<file path="src/rtl/lrgm_pkg.sv">
// lrgm_pkg: sizes, codes, shared types and small helper functions of the
// lattice rod move engine. No dependencies; used by every rtl file.
package lrgm_pkg;

  localparam int MaxDim    = 16;
  localparam int CoordW    = $clog2(MaxDim);
  localparam int DimW      = CoordW + 1;
  localparam int NumRows   = MaxDim * MaxDim;
  localparam int RowAw     = 2 * CoordW;
  localparam int NumCells  = MaxDim * MaxDim * MaxDim;
  localparam int VolW      = $clog2(NumCells) + 1;
  localparam int MaxRods   = 4096;
  localparam int IdxW      = $clog2(MaxRods);
  localparam int CntW      = IdxW + 1;
  localparam int NumW      = CntW + 1;
  localparam int NumAxes   = 3;
  localparam int AxW       = 2;
  localparam int LstDepth  = NumAxes * MaxRods;
  localparam int LstAw     = $clog2(LstDepth);
  localparam int CellW     = 3 * CoordW;
  localparam int LenW      = 5;
  localparam int DrawW     = 16;
  localparam int FracW     = 16;
  localparam int PickW     = 31;
  localparam int ActW      = 32;
  localparam int TotW      = 32;
  localparam int CfgW      = 32;
  localparam int CfgIdxW   = 3;
  localparam int MulW      = 32;
  localparam int ProdW     = 64;
  localparam int DivCntW   = $clog2(PickW + 1);
  localparam int StatW     = 3;

  typedef enum logic [StatW-1:0] {
    ST_ADDED    = 3'd0,
    ST_DELETED  = 3'd1,
    ST_BLOCKED  = 3'd2,
    ST_REJECTED = 3'd3,
    ST_EMPTY    = 3'd4
  } status_e;

  typedef enum logic [AxW-1:0] {
    AX_Y = 2'd0,
    AX_X = 2'd1,
    AX_Z = 2'd2
  } axis_e;

  typedef enum logic [2:0] {
    MUL_NONE = 3'd0,
    MUL_BXY  = 3'd1,
    MUL_VOL  = 3'd2,
    MUL_P1   = 3'd3,
    MUL_P2   = 3'd4,
    MUL_P3   = 3'd5
  } mul_op_e;

  typedef enum logic [CfgIdxW-1:0] {
    CFG_BOX_X      = 3'd0,
    CFG_BOX_Y      = 3'd1,
    CFG_BOX_Z      = 3'd2,
    CFG_ROD_LENGTH = 3'd3,
    CFG_ACTIVITY   = 3'd4
  } cfg_idx_e;

  typedef struct packed {
    logic [DimW-1:0] box_x;
    logic [DimW-1:0] box_y;
    logic [DimW-1:0] box_z;
    logic [LenW-1:0] rod_length;
    logic [ActW-1:0] activity;
  } cfg_t;

  typedef struct packed {
    logic              func;
    logic [CoordW-1:0] pos_x;
    logic [CoordW-1:0] pos_y;
    logic [CoordW-1:0] pos_z;
    logic [1:0]        orient;
    logic [PickW-1:0]  pick_draw;
    logic [DrawW-1:0]  accept_draw;
  } item_t;

  typedef struct packed {
    logic [StatW-1:0] status;
    logic [CntW-1:0]  count_along_y;
    logic [CntW-1:0]  count_along_x;
    logic [CntW-1:0]  count_along_z;
    logic [TotW-1:0]  additions_total;
    logic [TotW-1:0]  deletions_total;
  } res_t;

  typedef struct packed {
    logic    load;
    mul_op_e mul;
    logic    fix;
    logic    walk_init;
    logic    walk_adv;
    logic    occ_rd;
    logic    occ_wr;
    logic    occ_val;
    logic    div_start;
    logic    div_step;
    logic    pick;
    logic    org_rd;
    logic    org_load;
    logic    sh_rd;
    logic    sh_wr;
    logic    push;
    logic    pop;
    logic    st_load;
    status_e st_code;
    logic    res_load;
    logic    clr_wr;
  } cmd_t;

  typedef struct packed {
    logic func_del;
    logic full;
    logic n_zero;
    logic le;
    logic occ_hit;
    logic walk_last;
    logic div_done;
    logic sh_done;
    logic clr_done;
    logic out_free;
  } stat_t;

  // zero acts as one, anything above the lattice size acts as the lattice size
  function automatic logic [DimW-1:0] clamp_dim(input logic [DimW-1:0] v);
    logic [DimW-1:0] r;
    r = v;
    if (v == '0) r = DimW'(1);
    else if (v > DimW'(MaxDim)) r = DimW'(MaxDim);
    return r;
  endfunction

  // coordinate modulo extent, restoring form, one step per coordinate bit
  function automatic logic [CoordW-1:0] mod_dim(input logic [CoordW-1:0] v,
                                                input logic [DimW-1:0] b);
    logic [DimW-1:0] r;
    r = '0;
    for (int i = CoordW - 1; i >= 0; i--) begin
      r = {r[DimW-2:0], v[i]};
      if (r >= b) r = r - b;
    end
    return r[CoordW-1:0];
  endfunction

endpackage

</file>
<file path="src/rtl/lrgm_ctrl.sv">
// lrgm_ctrl: move sequencer; issues datapath commands one state at a time.
// Depends on lrgm_pkg (cmd_t, stat_t, status codes).
module lrgm_ctrl import lrgm_pkg::*; (
  input  logic  clk_i,
  input  logic  rst_ni,
  input  logic  in_valid_i,
  output logic  in_ready_o,
  input  stat_t stat_i,
  output cmd_t  cmd_o
);

  typedef enum logic [21:0] {
    S_CLEAR  = 22'd1 << 0,
    S_IDLE   = 22'd1 << 1,
    S_V1     = 22'd1 << 2,
    S_V2     = 22'd1 << 3,
    S_M1     = 22'd1 << 4,
    S_M2     = 22'd1 << 5,
    S_M3     = 22'd1 << 6,
    S_FIX    = 22'd1 << 7,
    S_BRANCH = 22'd1 << 8,
    S_CRD    = 22'd1 << 9,
    S_CCHK   = 22'd1 << 10,
    S_SRD    = 22'd1 << 11,
    S_SWR    = 22'd1 << 12,
    S_DIV    = 22'd1 << 13,
    S_PICK   = 22'd1 << 14,
    S_ORD    = 22'd1 << 15,
    S_OLD    = 22'd1 << 16,
    S_DRD    = 22'd1 << 17,
    S_DWR    = 22'd1 << 18,
    S_SH     = 22'd1 << 19,
    S_SHW    = 22'd1 << 20,
    S_FIN    = 22'd1 << 21
  } state_e;

  state_e state_q, state_d;

  always_ff @(posedge clk_i or negedge rst_ni) begin
    if (!rst_ni) begin
      state_q <= S_CLEAR;
    end else begin
      state_q <= state_d;
    end
  end

  always_comb begin
    state_d    = state_q;
    cmd_o      = '0;
    cmd_o.mul  = MUL_NONE;
    cmd_o.st_code = ST_BLOCKED;
    in_ready_o = 1'b0;
    case (state_q)
      S_CLEAR: begin
        cmd_o.clr_wr = 1'b1;
        if (stat_i.clr_done) state_d = S_IDLE;
      end
      S_IDLE: begin
        in_ready_o = 1'b1;
        if (in_valid_i) begin
          cmd_o.load = 1'b1;
          state_d    = S_V1;
        end
      end
      S_V1: begin
        cmd_o.mul = MUL_BXY;
        state_d   = S_V2;
      end
      S_V2: begin
        cmd_o.mul = MUL_VOL;
        state_d   = S_M1;
      end
      S_M1: begin
        cmd_o.mul = MUL_P1;
        state_d   = S_M2;
      end
      S_M2: begin
        cmd_o.mul = MUL_P2;
        state_d   = S_M3;
      end
      S_M3: begin
        cmd_o.mul = MUL_P3;
        state_d   = S_FIX;
      end
      S_FIX: begin
        cmd_o.fix = 1'b1;
        state_d   = S_BRANCH;
      end
      S_BRANCH: begin
        if (!stat_i.func_del) begin
          if (stat_i.full) begin
            cmd_o.st_load = 1'b1;
            cmd_o.st_code = ST_BLOCKED;
            state_d       = S_FIN;
          end else begin
            cmd_o.walk_init = 1'b1;
            state_d         = S_CRD;
          end
        end else if (stat_i.n_zero) begin
          cmd_o.st_load = 1'b1;
          cmd_o.st_code = ST_EMPTY;
          state_d       = S_FIN;
        end else if (!stat_i.le) begin
          cmd_o.st_load = 1'b1;
          cmd_o.st_code = ST_REJECTED;
          state_d       = S_FIN;
        end else begin
          cmd_o.div_start = 1'b1;
          state_d         = S_DIV;
        end
      end
      S_CRD: begin
        cmd_o.occ_rd = 1'b1;
        state_d      = S_CCHK;
      end
      S_CCHK: begin
        if (stat_i.occ_hit) begin
          cmd_o.st_load = 1'b1;
          cmd_o.st_code = ST_BLOCKED;
          state_d       = S_FIN;
        end else if (stat_i.walk_last) begin
          if (!stat_i.le) begin
            cmd_o.st_load = 1'b1;
            cmd_o.st_code = ST_REJECTED;
            state_d       = S_FIN;
          end else begin
            cmd_o.walk_init = 1'b1;
            state_d         = S_SRD;
          end
        end else begin
          cmd_o.walk_adv = 1'b1;
          state_d        = S_CRD;
        end
      end
      S_SRD: begin
        cmd_o.occ_rd = 1'b1;
        state_d      = S_SWR;
      end
      S_SWR: begin
        cmd_o.occ_wr  = 1'b1;
        cmd_o.occ_val = 1'b1;
        if (stat_i.walk_last) begin
          cmd_o.push    = 1'b1;
          cmd_o.st_load = 1'b1;
          cmd_o.st_code = ST_ADDED;
          state_d       = S_FIN;
        end else begin
          cmd_o.walk_adv = 1'b1;
          state_d        = S_SRD;
        end
      end
      S_DIV: begin
        if (stat_i.div_done) state_d = S_PICK;
        else cmd_o.div_step = 1'b1;
      end
      S_PICK: begin
        cmd_o.pick = 1'b1;
        state_d    = S_ORD;
      end
      S_ORD: begin
        cmd_o.org_rd = 1'b1;
        state_d      = S_OLD;
      end
      S_OLD: begin
        cmd_o.org_load = 1'b1;
        state_d        = S_DRD;
      end
      S_DRD: begin
        cmd_o.occ_rd = 1'b1;
        state_d      = S_DWR;
      end
      S_DWR: begin
        cmd_o.occ_wr = 1'b1;
        if (stat_i.walk_last) begin
          state_d = S_SH;
        end else begin
          cmd_o.walk_adv = 1'b1;
          state_d        = S_DRD;
        end
      end
      S_SH: begin
        if (stat_i.sh_done) begin
          cmd_o.pop     = 1'b1;
          cmd_o.st_load = 1'b1;
          cmd_o.st_code = ST_DELETED;
          state_d       = S_FIN;
        end else begin
          cmd_o.sh_rd = 1'b1;
          state_d     = S_SHW;
        end
      end
      S_SHW: begin
        cmd_o.sh_wr = 1'b1;
        state_d     = S_SH;
      end
      S_FIN: begin
        if (stat_i.out_free) begin
          cmd_o.res_load = 1'b1;
          state_d        = S_IDLE;
        end
      end
      default: begin
        state_d = S_IDLE;
      end
    endcase
  end

endmodule

</file>
<file path="config.mk">
export PLATFORM = sky130hd
export DESIGN_NAME = lrgm_ctrl
export DESIGN_NICKNAME = d
export VERILOG_FILES = /design/src/rtl/lrgm_pkg.sv /design/src/rtl/lrgm_ctrl.sv
export SDC_FILE = /design/constraint.sdc
export NUM_CORES = 1
export LEC_CHECK = 0
export ABC_AREA = 1
export BUFFER_PORTS_ARGS = -buffer_cell sky130_fd_sc_hd__buf_2
export CAP_MARGIN = 20
export CORE_ASPECT_RATIO = 0.7
export CORE_MARGIN = 2
export CORE_UTILIZATION = 30
export CTS_BUF_LIST = sky130_fd_sc_hd__clkbuf_4 sky130_fd_sc_hd__clkbuf_8 sky130_fd_sc_hd__clkbuf_16
export CTS_CLUSTER_SIZE = 24
export DETAILED_ROUTE_END_ITERATION = 10
export GPL_TIMING_DRIVEN = 0
export PLACE_DENSITY = 0.54
export RECOVER_POWER = 25
export SETUP_SLACK_MARGIN = 0.2
export SLEW_MARGIN = 20
export SYNTH_ARGS = -nofsm -noshare
export SYNTH_HDL_FRONTEND = slang
export SYNTH_SLANG_ARGS = --single-unit
</file>
<file path="constraint.sdc">
create_clock -name clk_i -period 2.9 [get_ports clk_i]
set_input_delay 0.29 -clock clk_i [delete_from_list [all_inputs] [get_ports clk_i]]
set_output_delay 0.29 -clock clk_i [all_outputs]
set_load 0.1 [all_outputs]
</file>
==> results of run 1 <==
[synth_stat cells (all sizes together)]
master,number
nor2,64
inv,50
nand2,50
nand3,27
dfrtp,21
o21ai,7
nor3,5
nand4,4
a31oi,2
a21oi,1
buf,1
clkinv,1
dfstp,1
o211ai,1
o31ai,1
or2,1
[area by class of cell]
type                            count  area, um2  share of cell area
Buffer                              1       11.3             0.00574
Clock buffer                        4       48.8              0.0249
Inverter                           51        196               0.100
Multi-Input combinational cell    163        871               0.444
Sequential cell                    22        552               0.281
Tap cell                           72       90.1              0.0459
Timing Repair Buffer               38        191              0.0976
[cell families after synthesis]
group / Yosys count
AO/OA/AOI/OAI: 12
buffers and inverters: 52
flip-flops: 22
AND/OR/NAND/NOR: 151
[where the power goes]
part | total [W] | switching [W] | internal, W
registers | 0.000346 | 0.0000162 | 0.000329
clock network | 0.000207 | 0.0000992 | 0.000107
logic | 0.000570 | 0.000435 | 0.000134
[through the flow]
step | area [um2] | power [W] | setup WS, ps | cells | hold WS, ps
3_3_place_gp | 1910 | 0.000921 | 637 | 347 | 295
4_1_cts | 1960 | 0.00113 | 342 | 351 | 10.9
5_1_grt | 1960 | 0.00119 | 211 | 351 | 275
3_5_place_dp | 1910 | 0.000926 | 635 | 347 | 298
2_1_floorplan | 1630 | 0.000825 | 39.9 | 237 | -5.59
6_report | 1960 | 0.00112 | 363 | 351 | 244
[per-layer routing]
metal  track usage  up-vias  share of wire
met2         0.193       27           0.44
met5             0        -              0
met1         0.205      668           0.52
met3        0.0314        2          0.043
li1              -      814              -
met4        0.0303        0         0.0034
[worst max-delay path by stage]
| stage | start | end | slack (ps) |
|---|---|---|---|
| after global routing | state_q[20] | cmd_o[18] | 210 |
| after floorplan | state_q[0] | cmd_o[3] | 40 |
| after detailed placement | state_q[21] | cmd_o[5] | 640 |
| final | state_q[21] | cmd_o[18] | 360 |
| after global placement | state_q[20] | cmd_o[5] | 640 |
| after CTS | state_q[21] | cmd_o[5] | 340 |
[critical path, delay by kind of cell (launching register included)]
family | cells | cell delay [ps]
AOI/OAI and AO/OA | 1 | 150
buffers and inverters | 2 | 550
DFF | 1 | 380
and+or+nand+nor | 5 | 880
[timing repair]
action	CTS	global route
setup endpoints to repair	0	1
hold buffers	0	0
resized for setup	0	1
==> flow_metrics.py, run 1 <==
metrics = {
    "status": {
        "status": "finished clean",
    },
    "power": {
        "p_per_area_nw_per_um2": 572,
        "leakage_nw": 1.25,
        "ir_drop_mv": 0.809,
    },
    "floorplan": {
        "die_area_um2": 5940,
        "die_x_um": 91.2,
        "die_h_um": 65.1,
        "ios": 39,
        "rows": 22,
        "start_util": 0.309,
        "design.core.area_um2": 5170,
    },
    "global_routing": {
        "overflow": 0,
        "grt_max_degree": 23,
        "grt_pass1_wl_mm": 6.39,
        "grt_util_all_layers": 0.135,
        "antenna_found_initial": 0,
        "grt_pass1_vias": 1356,
    },
    "logic_synthesis": {
        "yosysWarnings": 0,
        "yosys-mux-area-fraction": 0,
        "synth_compound_area_frac": 0.0423,
        "synth-seq-area-share": 0.345,
        "synth.cell_area_um2": 1600,
        "synthTopCellsByArea": "dfrtp_1, nor2_1, inv_1, nand2_1, nand3_1",
        "post-synth-top-area-fraction": 0.329,
        "synth_fp_nets": 250,
        "synth_xor_area_frac": 0,
        "syn_inst": 237,
        "ys_types": 26,
        "synth_simple_gate_area_share": 0.486,
        "synth.largest_area_cell": "dfrtp_1",
        "ys_seq_elements": 22,
        "avgSynthCellArea_um2": 6.74,
        "synth_top_family_by_area": "simple AND/OR/NAND/NOR gates",
        "yosys.area_share.adder": 0,
    },
    "cells_and_area": {
        "n_fill_cell": 589,
        "n_antenna_cell": 0,
        "area_delta_synth_final_pct": 22.7,
        "fin_util": 0.379,
        "final_cell_mix": "nor2_1, inv_1, nand2_1",
        "layout_commonest_cell": "nor2_1",
        "drive_gt1_frac": 0.301,
        "top_regs": "state_q: 22 flops",
        "largest-register": "state_q",
        "nets": 293,
        "largest_reg_flops": 22,
    },
    "worst_setup_path": {
        "slowest_delay_ps": 440,
        "cp_max_fo": 10,
        "worstSetupPathType": "reg2out",
        "r2r_end": "state_q[1]",
        "r2r_setup_slack_ps": 1120,
        "slowest_stage": "buf_2",
        "startpoint_type": "flop",
        "end_kind": "output pin",
        "reg2reg_from": "state_q[21]",
        "crit_path_cell_trace": "nor2_1 -> inv_2 -> nor2_8 -> nand2_4 -> nor3_4 -> nand2_1 -> a31oi_2 -> buf_2",
        "cp.arrival_ps": 2250,
        "ff2ff_path_depth": 10,
        "required_ps": 2610,
    },
    "clocking": {
        "clk_latency_ps": 260,
        "clockBufferDepth": 2,
        "cts_root_buf": "clkbuf_8",
        "cts_tree": "built",
        "clk_pin_slew_worst_paths_ps": 70,
        "htreeDepth": 1,
        "cts_buffers": 3,
        "cts_num_sinks": 22,
        "post-cts-setup-buffers": 0,
    },
    "timing": {
        "skew_ps": 8.64,
        "fmax_mhz": 394,
        "post-route-min-period_ps": 2540,
        "rsz0062_at_grt": "no",
        "setup_tns_ps": 0,
        "hold_viol": 0,
        "fin_crit_sh": 0.875,
        "slew_viol_final": 0,
        "tightest_slew_ps": 1210,
        "setup_viol": 0,
        "max_slew_margin": 0.195,
    },
    "detailed_routing": {
        "wl_per_cell_um": 10.8,
        "drt-initial-drc-count": 59,
        "drc": 0,
        "routed_wl_mm": 3.77,
        "first_pass_iters": 4,
        "via_per_inst": 4.30,
        "ant_nets": 0,
        "num_vias": 1511,
    },
    "placement": {
        "gp_congestion": 0.843,
        "dp_hpwl_mm": 3.15,
        "io_buffer_count": 38,
    },
    "min_path": {
        "min_from": "stat_i[1]",
        "whs_path_depth": 4,
        "hold_class": "in2reg",
        "holdPathEnd": "state_q[0]",
    },
    "job": {
        "drv_cap": 0,
    },
}
Power figures use the tool's default switching activity.
==> inputs of run 2 (changes only) <==
Settings changed: CORE_UTILIZATION 30 to 45, PLACE_DENSITY 0.54 to 0.73.
==> run 2 against run 1 <==
  * First-iteration DRC count up 54%
  * Via count increased by 1.6%
  * Clock-buffer cell count is the same
  * Die area decreased by 32%
  * Setup slack gained 28 ps
  * Sequential share of layout area up 0.16 points
  * Clock skew decreased by 1.2 ps
  * Total power is 1.1% higher
  * Cell area decreased by 0.57%
  * Clock power is 6% higher
  * Largest cell class unchanged
  * Largest power group unchanged
==> flow_metrics.py, run 2 (synthesis results as in run 1) <==
metrics = {
    "status": {
        "status": "finished clean",
    },
    "clocking": {
        "cts_num_sinks": 22,
        "htreeDepth": 1,
        "clk_pin_slew_worst_paths_ps": 70,
        "cts_root_buf": "clkbuf_8",
        "clockBufferDepth": 2,
        "clk_latency_ps": 270,
        "cts_buffers": 3,
        "cts_tree": "built",
    },
    "global_routing": {
        "overflow": 0,
        "grt_max_degree": 23,
        "antenna_found_initial": 0,
        "grt_pass1_wl_mm": 6.10,
        "grt_util_all_layers": 0.200,
        "grt_pass1_vias": 1348,
    },
    "floorplan": {
        "ios": 39,
        "die_x_um": 75.2,
        "design.core.area_um2": 3470,
        "rows": 18,
        "die_area_um2": 4050,
        "start_util": 0.461,
        "die_h_um": 53.9,
    },
    "cells_and_area": {
        "largest_reg_flops": 22,
        "layout_commonest_cell": "nor2_1",
        "fin_util": 0.562,
        "fin_area_um2": 1950,
        "area_delta_synth_final_pct": 22.0,
        "n_fill_cell": 352,
        "drive_gt1_frac": 0.300,
        "largest-register": "state_q",
        "nets": 294,
        "top_regs": "state_q: 22 flops",
        "final_cell_mix": "nor2_1, inv_1, nand2_1",
        "n_antenna_cell": 0,
        "stdcell_count": 330,
    },
    "detailed_routing": {
        "drt-initial-drc-count": 91,
        "first_pass_iters": 4,
        "via_per_inst": 4.65,
        "drc": 0,
        "ant_nets": 0,
        "num_vias": 1535,
        "routed_wl_mm": 3.56,
        "wl_per_cell_um": 10.8,
    },
    "job": {
        "drv_cap": 0,
    },
    "placement": {
        "dp_hpwl_mm": 2.95,
        "dpl.cell_count": 325,
        "postPlaceCellArea_um2": 1880,
        "gp_congestion": 0.859,
        "io_buffer_count": 38,
    },
    "timing": {
        "fmax_mhz": 399,
        "slew_viol_final": 0,
        "setup_tns_ps": 0,
        "fin_crit_sh": 0.865,
        "skew_ps": 7.46,
        "rsz0062_at_grt": "no",
        "setup_viol": 0,
        "post-route-min-period_ps": 2510,
        "hold_viol": 0,
        "max_slew_margin": 0.218,
        "holdWs_ps": 255,
        "tightest_slew_ps": 1170,
    },
    "power": {
        "leakage_nw": 1.26,
        "ir_drop_mv": 0.868,
        "p_per_area_nw_per_um2": 582,
    },
    "worst_setup_path": {
        "cp.arrival_ps": 2220,
        "crit_path_cell_trace": "nor2_1 -> nand2_2 -> nor2_4 -> buf_6 -> nand3_2 -> nor2_4 -> a31oi_1 -> o31ai_2 -> buf_2",
        "worstSetupPathType": "reg2out",
        "path_common_cell": "nor2_4",
        "cp_max_fo": 10,
        "crit_buf_inv": 2,
        "slowest_delay_ps": 460,
        "startpoint_type": "flop",
        "cpLargestDelayFamily": "simple AND/OR/NAND/NOR gates",
        "slowest_stage": "buf_2",
        "end_kind": "output pin",
        "required_ps": 2610,
    },
    "min_path": {
        "hold_class": "in2reg",
    },
}
[run 2: worst paths after layout]
path	from	end	slack, ps	depth (start not counted)
worst max-delay path	state_q[3]	cmd_o[2]	390	9
worst min-delay path	stat_i[1]	state_q[0]	250	4
worst max register to register	state_q[3]	state_q[1]	1170	11
worst min register to register	state_q[16]	state_q[18]	600	3
max in group asynchronous	rst_ni	state_q[21]	1430	2
min in group asynchronous	rst_ni	state_q[4]	780	2
[run 2: what timing repair did]
| item | CTS | global route |
|---|---|---|
| endpoints found under the setup margin | 0 | 1 |
| buffers inserted | 0 | 0 |
| endpoints found under the hold margin | 21 | 0 |
| gates resized for setup | 0 | 1 |
| hold buffers | 1 | 0 |
[run 2: report_power, final]
part | switching (W) | leakage [nW] | total [W] | internal [W]
Clock | 0.0000988 | 0.0288 | 0.000220 | 0.000121
Combinational | 0.000433 | 0.927 | 0.000568 | 0.000135
Sequential | 0.0000167 | 0.299 | 0.000346 | 0.000329
Total | 0.000548 | 1.26 | 0.00113 | 0.000586
[run 2: cell type report]
class | count | area (um2) | area share
multi-input combinational | 163 | 871 | 0.447
buffer | 1 | 11.3 | 0.00578
tap | 50 | 62.6 | 0.0321
sequential | 22 | 552 | 0.283
clock buffer | 4 | 55.1 | 0.0282
timing repair buffer | 39 | 201 | 0.103
inverter | 51 | 196 | 0.101
[run 2: metrics by stage]
step	setup slack, ps	total power, W
2_1_floorplan	39.9	0.000825
5_1_grt	213	0.00120
3_3_place_gp	668	0.000912
4_1_cts	365	0.00114
3_5_place_dp	669	0.000919
6_report	391	0.00113
[run 2: layer usage]
metal | part of all wire | vias to the layer above | GRT usage
met1 | 0.54 | 684 | 0.312
li1 | - | 817 | -
met2 | 0.41 | 30 | 0.282
met3 | 0.040 | 4 | 0.0449
met4 | 0.0095 | 0 | 0.0380
met5 | 0 | - | 0
[run 2: worst register-to-register path, stage by stage, from the launching register on]
cell	delay (ps)
dfrtp_1	400
nor2_1	220
nand2_2	150
nor2_4	140
buf_6	180
nand2_4	70
inv_2	70
nand3_1	110
nand2_1	110
nor2_1	50
nand3_1	80
nand2_1	50
